### config.mk
export PLATFORM = sky130hd
export DESIGN_NAME = quadrature_speed_meter
export DESIGN_NICKNAME = d
export VERILOG_FILES = /design/src/hdl/qsm_pkg.sv /design/src/hdl/qsm_counter.sv /design/src/hdl/qsm_divider.sv /design/src/hdl/quadrature_speed_meter.sv
export SDC_FILE = /design/constraint.sdc
export NUM_CORES = 2
export LEC_CHECK = 0
export BUFFER_PORTS_ARGS = -buffer_cell sky130_fd_sc_hd__clkbuf_2
export CAP_MARGIN = 15
export CORE_MARGIN = 5
export CORE_UTILIZATION = 40
export DETAILED_ROUTE_END_ITERATION = 8
export GPL_TIMING_DRIVEN = 0
export HOLD_SLACK_MARGIN = 0.1
export SLEW_MARGIN = 5
export SYNTH_ARGS = -nofsm -noshare
export SYNTH_HDL_FRONTEND = slang
export SYNTH_SLANG_ARGS = --single-unit
### constraint.sdc
create_clock -name clk -period 16.8 [get_ports clk]
set_input_delay 1.68 -clock clk [delete_from_list [all_inputs] [get_ports clk]]
set_output_delay 1.68 -clock clk [all_outputs]
set_load 0.01 [all_outputs]
### src/hdl/qsm_pkg.sv
// qsm_pkg: shared types and constants of the quadrature speed meter
// register indexes, direction codes, divider states, configuration bundle
// no dependencies
`default_nettype none

package qsm_pkg;

  // configuration register indexes
  typedef enum logic [1:0] {
    REG_PPR    = 2'd0,
    REG_WINDOW = 2'd1
  } qsm_reg_t;

  // reported direction codes
  typedef enum logic [1:0] {
    DIR_NONE = 2'd0,
    DIR_CW   = 2'd1,
    DIR_CCW  = 2'd2
  } qsm_dir_t;

  // serial divider sequencer states
  typedef enum logic [1:0] {
    DIV_IDLE,
    DIV_SETUP,
    DIV_RUN,
    DIV_DONE
  } qsm_div_state_t;

  // configuration as seen by the datapath
  typedef struct packed {
    logic [15:0] ppr;
    logic [15:0] win;
  } qsm_cfg_t;

  localparam int unsigned CFG_W = 16;
  localparam int unsigned EDGE_OUT_W = 24;
  localparam int unsigned SPEED_W = 32;
  // denominator 4*ppr*win fits in 34 bits
  localparam int unsigned DEN_W = 34;
  // numerator scale 1000 * 2^16: multiply by 1000, then 16 zero bits
  localparam int unsigned SCALE_MUL = 1000;
  localparam int unsigned SCALE_MUL_W = 10;
  localparam int unsigned SCALE_SHIFT = 16;
  // ppr and window reset values
  localparam logic [15:0] PPR_RESET = 16'd408;
  localparam logic [15:0] WIN_RESET = 16'd500;

endpackage

`default_nettype wire

### src/hdl/qsm_counter.sv
// qsm_counter: x4 quadrature edge decoder, saturating edge total, ms window timer
// depends on qsm_pkg
`default_nettype none

module qsm_counter #(
  parameter int COUNT_WIDTH = 24
) (
  input  wire                        clk,
  input  wire                        rst,
  input  wire                        accept,
  input  wire                        pin_a,
  input  wire                        pin_b,
  input  wire                        ms_tick,
  input  wire qsm_pkg::qsm_cfg_t     cfg,
  output logic                       closes,
  output logic [COUNT_WIDTH-1:0]     snap
);

  logic                   last_a;
  logic                   last_b;
  logic [COUNT_WIDTH-1:0] edge_total;
  logic [15:0]            tick_counter;

  logic signed [1:0]      delta;
  logic [COUNT_WIDTH:0]   sum;
  logic [16:0]            tick_inc;
  logic [15:0]            win_eff;

  // edge contributions; both pins changing cancel out
  always_comb begin
    delta = 2'sd0;
    if ((pin_a != last_a) && (pin_b == last_b)) begin
      delta = (pin_a == pin_b) ? -2'sd1 : 2'sd1;
    end else if ((pin_b != last_b) && (pin_a == last_a)) begin
      delta = (pin_a == pin_b) ? 2'sd1 : -2'sd1;
    end
  end

  // saturating add of the contribution
  always_comb begin
    sum = {edge_total[COUNT_WIDTH-1], edge_total}
        + {{(COUNT_WIDTH-1){delta[1]}}, delta};
    if (sum[COUNT_WIDTH] != sum[COUNT_WIDTH-1]) begin
      snap = sum[COUNT_WIDTH] ? {1'b1, {(COUNT_WIDTH-1){1'b0}}}
                              : {1'b0, {(COUNT_WIDTH-1){1'b1}}};
    end else begin
      snap = sum[COUNT_WIDTH-1:0];
    end
  end

  // window close test, zero window behaves as one tick
  always_comb begin
    win_eff  = (cfg.win == 16'd0) ? 16'd1 : cfg.win;
    tick_inc = {1'b0, tick_counter} + 17'd1;
    closes   = ms_tick && (tick_inc >= {1'b0, win_eff});
  end

  // state update per accepted sample
  always_ff @(posedge clk) begin
    if (rst) begin
      last_a       <= 1'b0;
      last_b       <= 1'b0;
      edge_total   <= '0;
      tick_counter <= 16'd0;
    end else if (accept) begin
      last_a <= pin_a;
      last_b <= pin_b;
      if (closes) begin
        edge_total   <= '0;
        tick_counter <= 16'd0;
      end else begin
        edge_total <= snap;
        if (ms_tick) begin
          tick_counter <= tick_inc[15:0];
        end
      end
    end
  end

endmodule

`default_nettype wire

### src/hdl/qsm_divider.sv
// qsm_divider: bit-serial restoring divider for the window speed plus result register
// depends on qsm_pkg
`default_nettype none

module qsm_divider #(
  parameter int COUNT_WIDTH = 24
) (
  input  wire                        clk,
  input  wire                        rst,
  input  wire                        start,
  input  wire  [COUNT_WIDTH-1:0]     snap,
  input  wire qsm_pkg::qsm_cfg_t     cfg,
  input  wire                        out_stall,
  output logic                       busy,
  output logic                       out_valid,
  output logic signed [23:0]         edge_count,
  output logic [1:0]                 direction,
  output logic signed [31:0]         speed_q16
);

  localparam int MUL_W = COUNT_WIDTH + qsm_pkg::SCALE_MUL_W;
  localparam int NUM_W = MUL_W + qsm_pkg::SCALE_SHIFT;
  localparam int CNT_W = $clog2(NUM_W + 1);
  localparam int DW    = qsm_pkg::DEN_W;
  localparam int SW    = qsm_pkg::SPEED_W;

  qsm_pkg::qsm_div_state_t state;
  qsm_pkg::qsm_div_state_t state_next;

  logic                   neg;
  logic [COUNT_WIDTH-1:0] mag;
  logic [15:0]            ppr_eff;
  logic [15:0]            win_eff;
  logic [23:0]            shown;
  qsm_pkg::qsm_dir_t      dir;
  logic [NUM_W-1:0]       num;
  logic [DW-1:0]          den;
  logic [DW-1:0]          rem;
  logic [SW-1:0]          quot;
  logic                   big;
  logic [CNT_W-1:0]       steps;

  logic signed [32:0]     snap_ext;
  logic [DW:0]            trial;
  logic                   take;
  logic [SW-1:0]          speed_fin;
  logic                   load_out;

  // next state and handshake outputs
  always_comb begin
    state_next = state;
    load_out   = 1'b0;
    busy       = (state != qsm_pkg::DIV_IDLE);
    case (state)
      qsm_pkg::DIV_IDLE: begin
        if (start) begin
          state_next = qsm_pkg::DIV_SETUP;
        end
      end
      qsm_pkg::DIV_SETUP: begin
        state_next = qsm_pkg::DIV_RUN;
      end
      qsm_pkg::DIV_RUN: begin
        if (steps == CNT_W'(1)) begin
          state_next = qsm_pkg::DIV_DONE;
        end
      end
      qsm_pkg::DIV_DONE: begin
        if (!out_valid || !out_stall) begin
          load_out   = 1'b1;
          state_next = qsm_pkg::DIV_IDLE;
        end
      end
      default: begin
        state_next = qsm_pkg::DIV_IDLE;
      end
    endcase
  end

  always_ff @(posedge clk) begin
    if (rst) begin
      state <= qsm_pkg::DIV_IDLE;
    end else begin
      state <= state_next;
    end
  end

  // one quotient bit per step
  always_comb begin
    trial = {rem, num[NUM_W-1]};
    take  = (trial >= {1'b0, den});
  end

  // sign and saturation of the quotient
  always_comb begin
    if (neg) begin
      if (big || (quot > 32'h8000_0000)) begin
        speed_fin = 32'h8000_0000;
      end else begin
        speed_fin = ~quot + 32'd1;
      end
    end else begin
      if (big || quot[SW-1]) begin
        speed_fin = 32'h7FFF_FFFF;
      end else begin
        speed_fin = quot;
      end
    end
  end

  assign snap_ext = {{(33 - COUNT_WIDTH){snap[COUNT_WIDTH-1]}}, snap};

  // snapshot capture and divider datapath
  always_ff @(posedge clk) begin
    case (state)
      qsm_pkg::DIV_IDLE: begin
        if (start) begin
          neg     <= snap[COUNT_WIDTH-1];
          mag     <= snap[COUNT_WIDTH-1] ? (~snap + COUNT_WIDTH'(1)) : snap;
          ppr_eff <= (cfg.ppr == 16'd0) ? 16'd1 : cfg.ppr;
          win_eff <= (cfg.win == 16'd0) ? 16'd1 : cfg.win;
          if (snap_ext > 33'sd8388607) begin
            shown <= 24'h7F_FFFF;
          end else if (snap_ext < -33'sd8388608) begin
            shown <= 24'h80_0000;
          end else begin
            shown <= snap_ext[23:0];
          end
          if (snap_ext > 33'sd0) begin
            dir <= qsm_pkg::DIR_CW;
          end else if (snap_ext < 33'sd0) begin
            dir <= qsm_pkg::DIR_CCW;
          end else begin
            dir <= qsm_pkg::DIR_NONE;
          end
        end
      end
      qsm_pkg::DIV_SETUP: begin
        num   <= {MUL_W'(mag) * MUL_W'(qsm_pkg::SCALE_MUL), {qsm_pkg::SCALE_SHIFT{1'b0}}};
        den   <= {32'(ppr_eff) * 32'(win_eff), 2'b00};
        rem   <= '0;
        quot  <= '0;
        big   <= 1'b0;
        steps <= CNT_W'(NUM_W);
      end
      qsm_pkg::DIV_RUN: begin
        num   <= {num[NUM_W-2:0], 1'b0};
        rem   <= take ? DW'(trial - {1'b0, den}) : trial[DW-1:0];
        quot  <= {quot[SW-2:0], take};
        big   <= big | quot[SW-1];
        steps <= steps - CNT_W'(1);
      end
      default: begin
      end
    endcase
  end

  // result register
  always_ff @(posedge clk) begin
    if (rst) begin
      out_valid <= 1'b0;
    end else if (load_out) begin
      out_valid <= 1'b1;
    end else if (!out_stall) begin
      out_valid <= 1'b0;
    end
  end

  always_ff @(posedge clk) begin
    if (load_out) begin
      edge_count <= shown;
      direction  <= dir;
      speed_q16  <= speed_fin;
    end
  end

endmodule

`default_nettype wire

### src/hdl/quadrature_speed_meter.sv
// quadrature_speed_meter: x4 encoder decoder with windowed speed in Q16.16 rev/s
// result path: a window-closing sample passes through the divider setup, run and done states into the result register
// throughput: one sample per cycle; a closing sample waits while the divider holds the
// previous window, including while its result is stalled
// reset: synchronous, clears pins history, edge total, tick counter, divider and
// result valid; pulses_per_rev returns to 408 and window_ms to 500
`default_nettype none

module quadrature_speed_meter #(
  parameter int COUNT_WIDTH = 24
) (
  input  wire                 clk,
  input  wire                 rst,
  input  wire                 in_valid,
  output logic                in_stall,
  input  wire                 pin_a,
  input  wire                 pin_b,
  input  wire                 ms_tick,
  output logic                out_valid,
  input  wire                 out_stall,
  output logic signed [23:0]  edge_count,
  output logic [1:0]          direction,
  output logic signed [31:0]  speed_q16,
  input  wire                 cfg_valid,
  output logic                cfg_ready,
  input  wire  [1:0]          cfg_index,
  input  wire  [15:0]         cfg_data
);

  qsm_pkg::qsm_cfg_t      cfg;
  logic                   accept;
  logic                   closes;
  logic                   busy;
  logic                   start;
  logic [COUNT_WIDTH-1:0] snap;

  // configuration registers
  assign cfg_ready = 1'b1;

  always_ff @(posedge clk) begin
    if (rst) begin
      cfg.ppr <= qsm_pkg::PPR_RESET;
      cfg.win <= qsm_pkg::WIN_RESET;
    end else if (cfg_valid && cfg_ready) begin
      case (cfg_index)
        qsm_pkg::REG_PPR:    cfg.ppr <= cfg_data;
        qsm_pkg::REG_WINDOW: cfg.win <= cfg_data;
        default: begin
        end
      endcase
    end
  end

  // hold a closing sample while the divider is occupied
  assign in_stall = busy && ms_tick && closes;
  assign accept   = in_valid && !in_stall;
  assign start    = accept && closes;

  qsm_counter #(
    .COUNT_WIDTH(COUNT_WIDTH)
  ) u_counter (
    .clk     (clk),
    .rst     (rst),
    .accept  (accept),
    .pin_a   (pin_a),
    .pin_b   (pin_b),
    .ms_tick (ms_tick),
    .cfg     (cfg),
    .closes  (closes),
    .snap    (snap)
  );

  qsm_divider #(
    .COUNT_WIDTH(COUNT_WIDTH)
  ) u_divider (
    .clk        (clk),
    .rst        (rst),
    .start      (start),
    .snap       (snap),
    .cfg        (cfg),
    .out_stall  (out_stall),
    .busy       (busy),
    .out_valid  (out_valid),
    .edge_count (edge_count),
    .direction  (direction),
    .speed_q16  (speed_q16)
  );

  // a window snapshot never lands on a busy divider
  a_start_idle: assert property (@(posedge clk) disable iff (rst) start |-> !busy)
    else $error("window snapshot taken while divider busy");

  // divider picks up every snapshot
  a_start_busy: assert property (@(posedge clk) disable iff (rst) start |=> busy)
    else $error("divider did not start on window close");

  // zero direction exactly when the count is zero
  a_dir_count: assert property (@(posedge clk) disable iff (rst)
    out_valid |-> ((direction == qsm_pkg::DIR_NONE) == (edge_count == 24'sd0)))
    else $error("direction disagrees with edge count");

  // clockwise results never carry a negative speed
  a_dir_speed: assert property (@(posedge clk) disable iff (rst)
    (out_valid && (direction == qsm_pkg::DIR_CW)) |-> !speed_q16[31])
    else $error("clockwise result with negative speed");

endmodule

`default_nettype wire
==> results.toml <==
[clocking]
htreeDepth = 2
tritoncts = "built"
ctsResizeCount = 0
cts_hold_buf = 0
clock_sinks = 354
clk_latency_ps = 570
cts_buffers = 42
cts_setup_buffers = 0
cts-root-buf = "clkbuf_16"
cts_max_path_buffers = 3
clkTransAtPathRegs_ps = 60

[global_route]
grt_max_degree = 61
grt_use_total_pct = 17.7
antenna_found_initial = 0
grt_pass1_wl_um = 118000
grt_pass1_vias = 21800
overflow = 0

[detailed_routing]
dr.pass1.iters = 6
routed_wl_um = 71700
ant_nets = 0
wl_per_cell_um = 17.3
avgViaCountPerCell = 5.24
vias = 21700
drcViolationCount = 0
drt_iter0_markers = 1307

[timing]
post-route-min-period_ps = 9350
fin_crit_sh_pct = 55.6
grt_setup_unrepaired = "false"
max_slew_margin_pct = 33.7
drv_slew = 0
final_hold_viol_count = 0
worst_pin_slew_ps = 995
finalSetupViolCount = 0
fin_tns_setup_ps = 0
max_freq_ghz = 0.107
clock_skew_ps = 22.1

[die]
io_pins = 87
dieArea_mm2 = 0.0810
die_x_um = 285
num_rows = 100
start_util_pct = 40.5
core_area_mm2 = 0.0746
die-height_um = 285

[critical_path]
endpoint_kind = "register"
critPathLaunchType = "primary input"
cp_max_fo = 24
ff2ff_setup_slack_ps = 8360
max_stage_delay_ps = 670
ff2ff_path_depth = 28
cp_slowest_cell = "a211oi_1"
critPathLaunch = "pin_b"
r2r-start = "u_counter.last_b"
crit_required_ps = 17070
critPathArrivalTime_ps = 9620
path_class = "primary input to register"

[layout]
fillers = 7198
nNetsFinal = 3710
diodes = 0
area_growth_pct = 10.8
final_util_pct = 44.8
drive_gt1_share_pct = 6.23

[yosys]
ys.flop_type = "edfxtp_1"
yosysWarnings = 0
ys_ff_latch = 354
postSynth.asyncResetShare_pct = 0
netlist_instances = 3008
synth_area_mm2 = 0.0302
synth_edf_count = 277
yosys.cell_types.count = 77
ys_seq_area_share_pct = 32.7
syn_area_per_cell_um2 = 10.0
syn-num-nets = 3574

[placed_design]
gp_congestion = 0.877
numPortBuffers = 84
dp_hpwl_um = 56500

[run_status]
status = "complete, no violations"

[pwr]
max-vdd-ir-drop_mv = 0.102
p_leak_nw = 14.2
p_per_area_mw_per_mm2 = 88.3

[hold_path]
min_path_cells = 0
worstHoldStart = "u_divider.shown[2]"
hold_path_class = "register to register"

[job]
maxCapViolations = 0
[cell usage after synthesis (all sizes together), types with 12 or more instances]
master / instances / area [um^2]
nor3: 45 / 230
a211oi: 33 / 253
a21oi: 123 / 616
and2: 161 / 1010
a21o: 54 / 405
o211ai: 15 / 113
xnor2: 71 / 622
or2: 17 / 106
ha: 258 / 3230
dfxtp: 77 / 1540
fa: 282 / 5650
nand3: 41 / 205
edfxtp: 277 / 8320
o41ai: 16 / 140
nand2: 321 / 1200
mux2i: 29 / 290
a31oi: 18 / 113
inv: 374 / 1400
clkbuf: 125 / 469
o21bai: 17 / 128
o311ai: 25 / 219
or3: 34 / 213
nor2: 155 / 582
and3: 13 / 81.3
nand4: 17 / 106
o31ai: 17 / 128
nand2b: 20 / 125
nor4: 16 / 106
a22o: 25 / 219
o22ai: 12 / 75.1
o21ai: 114 / 571
nor2b: 23 / 144
xor2: 46 / 403
o21a: 22 / 165
[report_power, final]
group          total, mW  leakage, nW  switching, mW  internal (mW)
combinational      0.944         10.5          0.636          0.308
sequential          1.06         3.03         0.0155           1.04
clock              0.948        0.692          0.372          0.576
[cells by family after synthesis]
| kind of cell | synth area share (%) |
|---|---|
| compound gates | 12.5 |
| mux | 1.26 |
| simple gates | 14.4 |
| flops | 32.7 |
| xor+xnor | 3.40 |
| fa+ha+maj | 29.4 |
| other cells | 0.0124 |
| buf+inv | 6.33 |
[cell usage in the layout (no fill, tap or decap), types with 18 or more instances in the layout]
master     instances
o311ai_0          25
nand3_1           41
xor2_1            46
nand2b_1          20
nor2_1           154
dfxtp_1           77
nand2_1          321
edfxtp_1         277
clkbuf_16         43
fa_1             282
o21a_1            22
a21o_1            54
a31oi_1           18
a22o_1            25
ha_1             256
nor2b_1           23
a211oi_1          32
nor3_1            44
and2_1           161
clkbuf_1         128
a21oi_1          123
o21ai_0          113
inv_1            374
xnor2_1           71
mux2i_1           29
or3_1             34
clkbuf_2          84
[registers in the layout, summed over array words and instances (netlist names)]
signal,cells
u_counter.edge_total,24
u_divider.state,2
u_divider.rem,34
u_divider.num,31
u_divider.speed_q16,32
u_divider.ppr_eff,16
u_divider.edge_count,24
u_divider.mag,24
cfg,32
u_divider.den,32
u_divider.big,1
u_divider.neg,1
u_divider.direction,2
u_divider.shown,24
u_counter.last_a,1
u_divider.dir,2
u_counter.tick_counter,16
u_counter.last_b,1
u_divider.win_eff,16
u_divider.quot,32
u_divider.out_valid,1
u_divider.steps,6
[layout make-up]
type,count,area (um^2),area share (%)
flip-flops and latches,354,9860,29.5
plain buffers,133,504,1.51
clock buffers,46,1090,3.25
inverters,374,1400,4.20
well taps,969,1210,3.63
multi-input cells,2147,18400,55.2
clock inverters,31,345,1.03
repair buffers,92,573,1.71
[layer usage]
metal	track usage, %	vias to the layer above	share of wire (%)
li1	-	10600	-
met1	25.2	10600	47
met3	2.44	100	4.6
met5	0	-	0
met2	28.7	455	46
met4	4.49	0	2.4
[critical path: cells and delay by family]
family / cells / cell delay, ps
XOR/XNOR: 3 / 560
AND/OR/NAND/NOR: 7 / 1260
multiplexers: 1 / 500
buffers and inverters: 6 / 1580
AO/OA/AOI/OAI: 8 / 2810
adder cells (fa/ha/maj): 4 / 1240
[final timing paths]
path,to
worst max-delay path,u_divider.mag[22]
worst min-delay path,u_divider.edge_count[2]
worst max register to register,u_divider.mag[22]
worst min register to register,u_divider.edge_count[2]
[per-stage QoR]
| step | std cells | hold slack (ps) | instance area (um^2) | worst slack [ps] | power (mW) |
|---|---|---|---|---|---|
| 6_report | 4146 | 418 | 33400 | 7450 | 2.95 |
| 5_1_grt | 4146 | 417 | 33400 | 6860 | 3.10 |
| 4_1_cts | 4145 | 418 | 33400 | 7550 | 2.97 |
| 3_5_place_dp | 4068 | 405 | 32000 | 7000 | 2.01 |
| 3_3_place_gp | 4061 | 402 | 31800 | 7000 | 2.01 |
| 2_1_floorplan | 3008 | 400 | 30200 | 8810 | 1.71 |
Note: power is estimated with default switching activity, not from simulation.
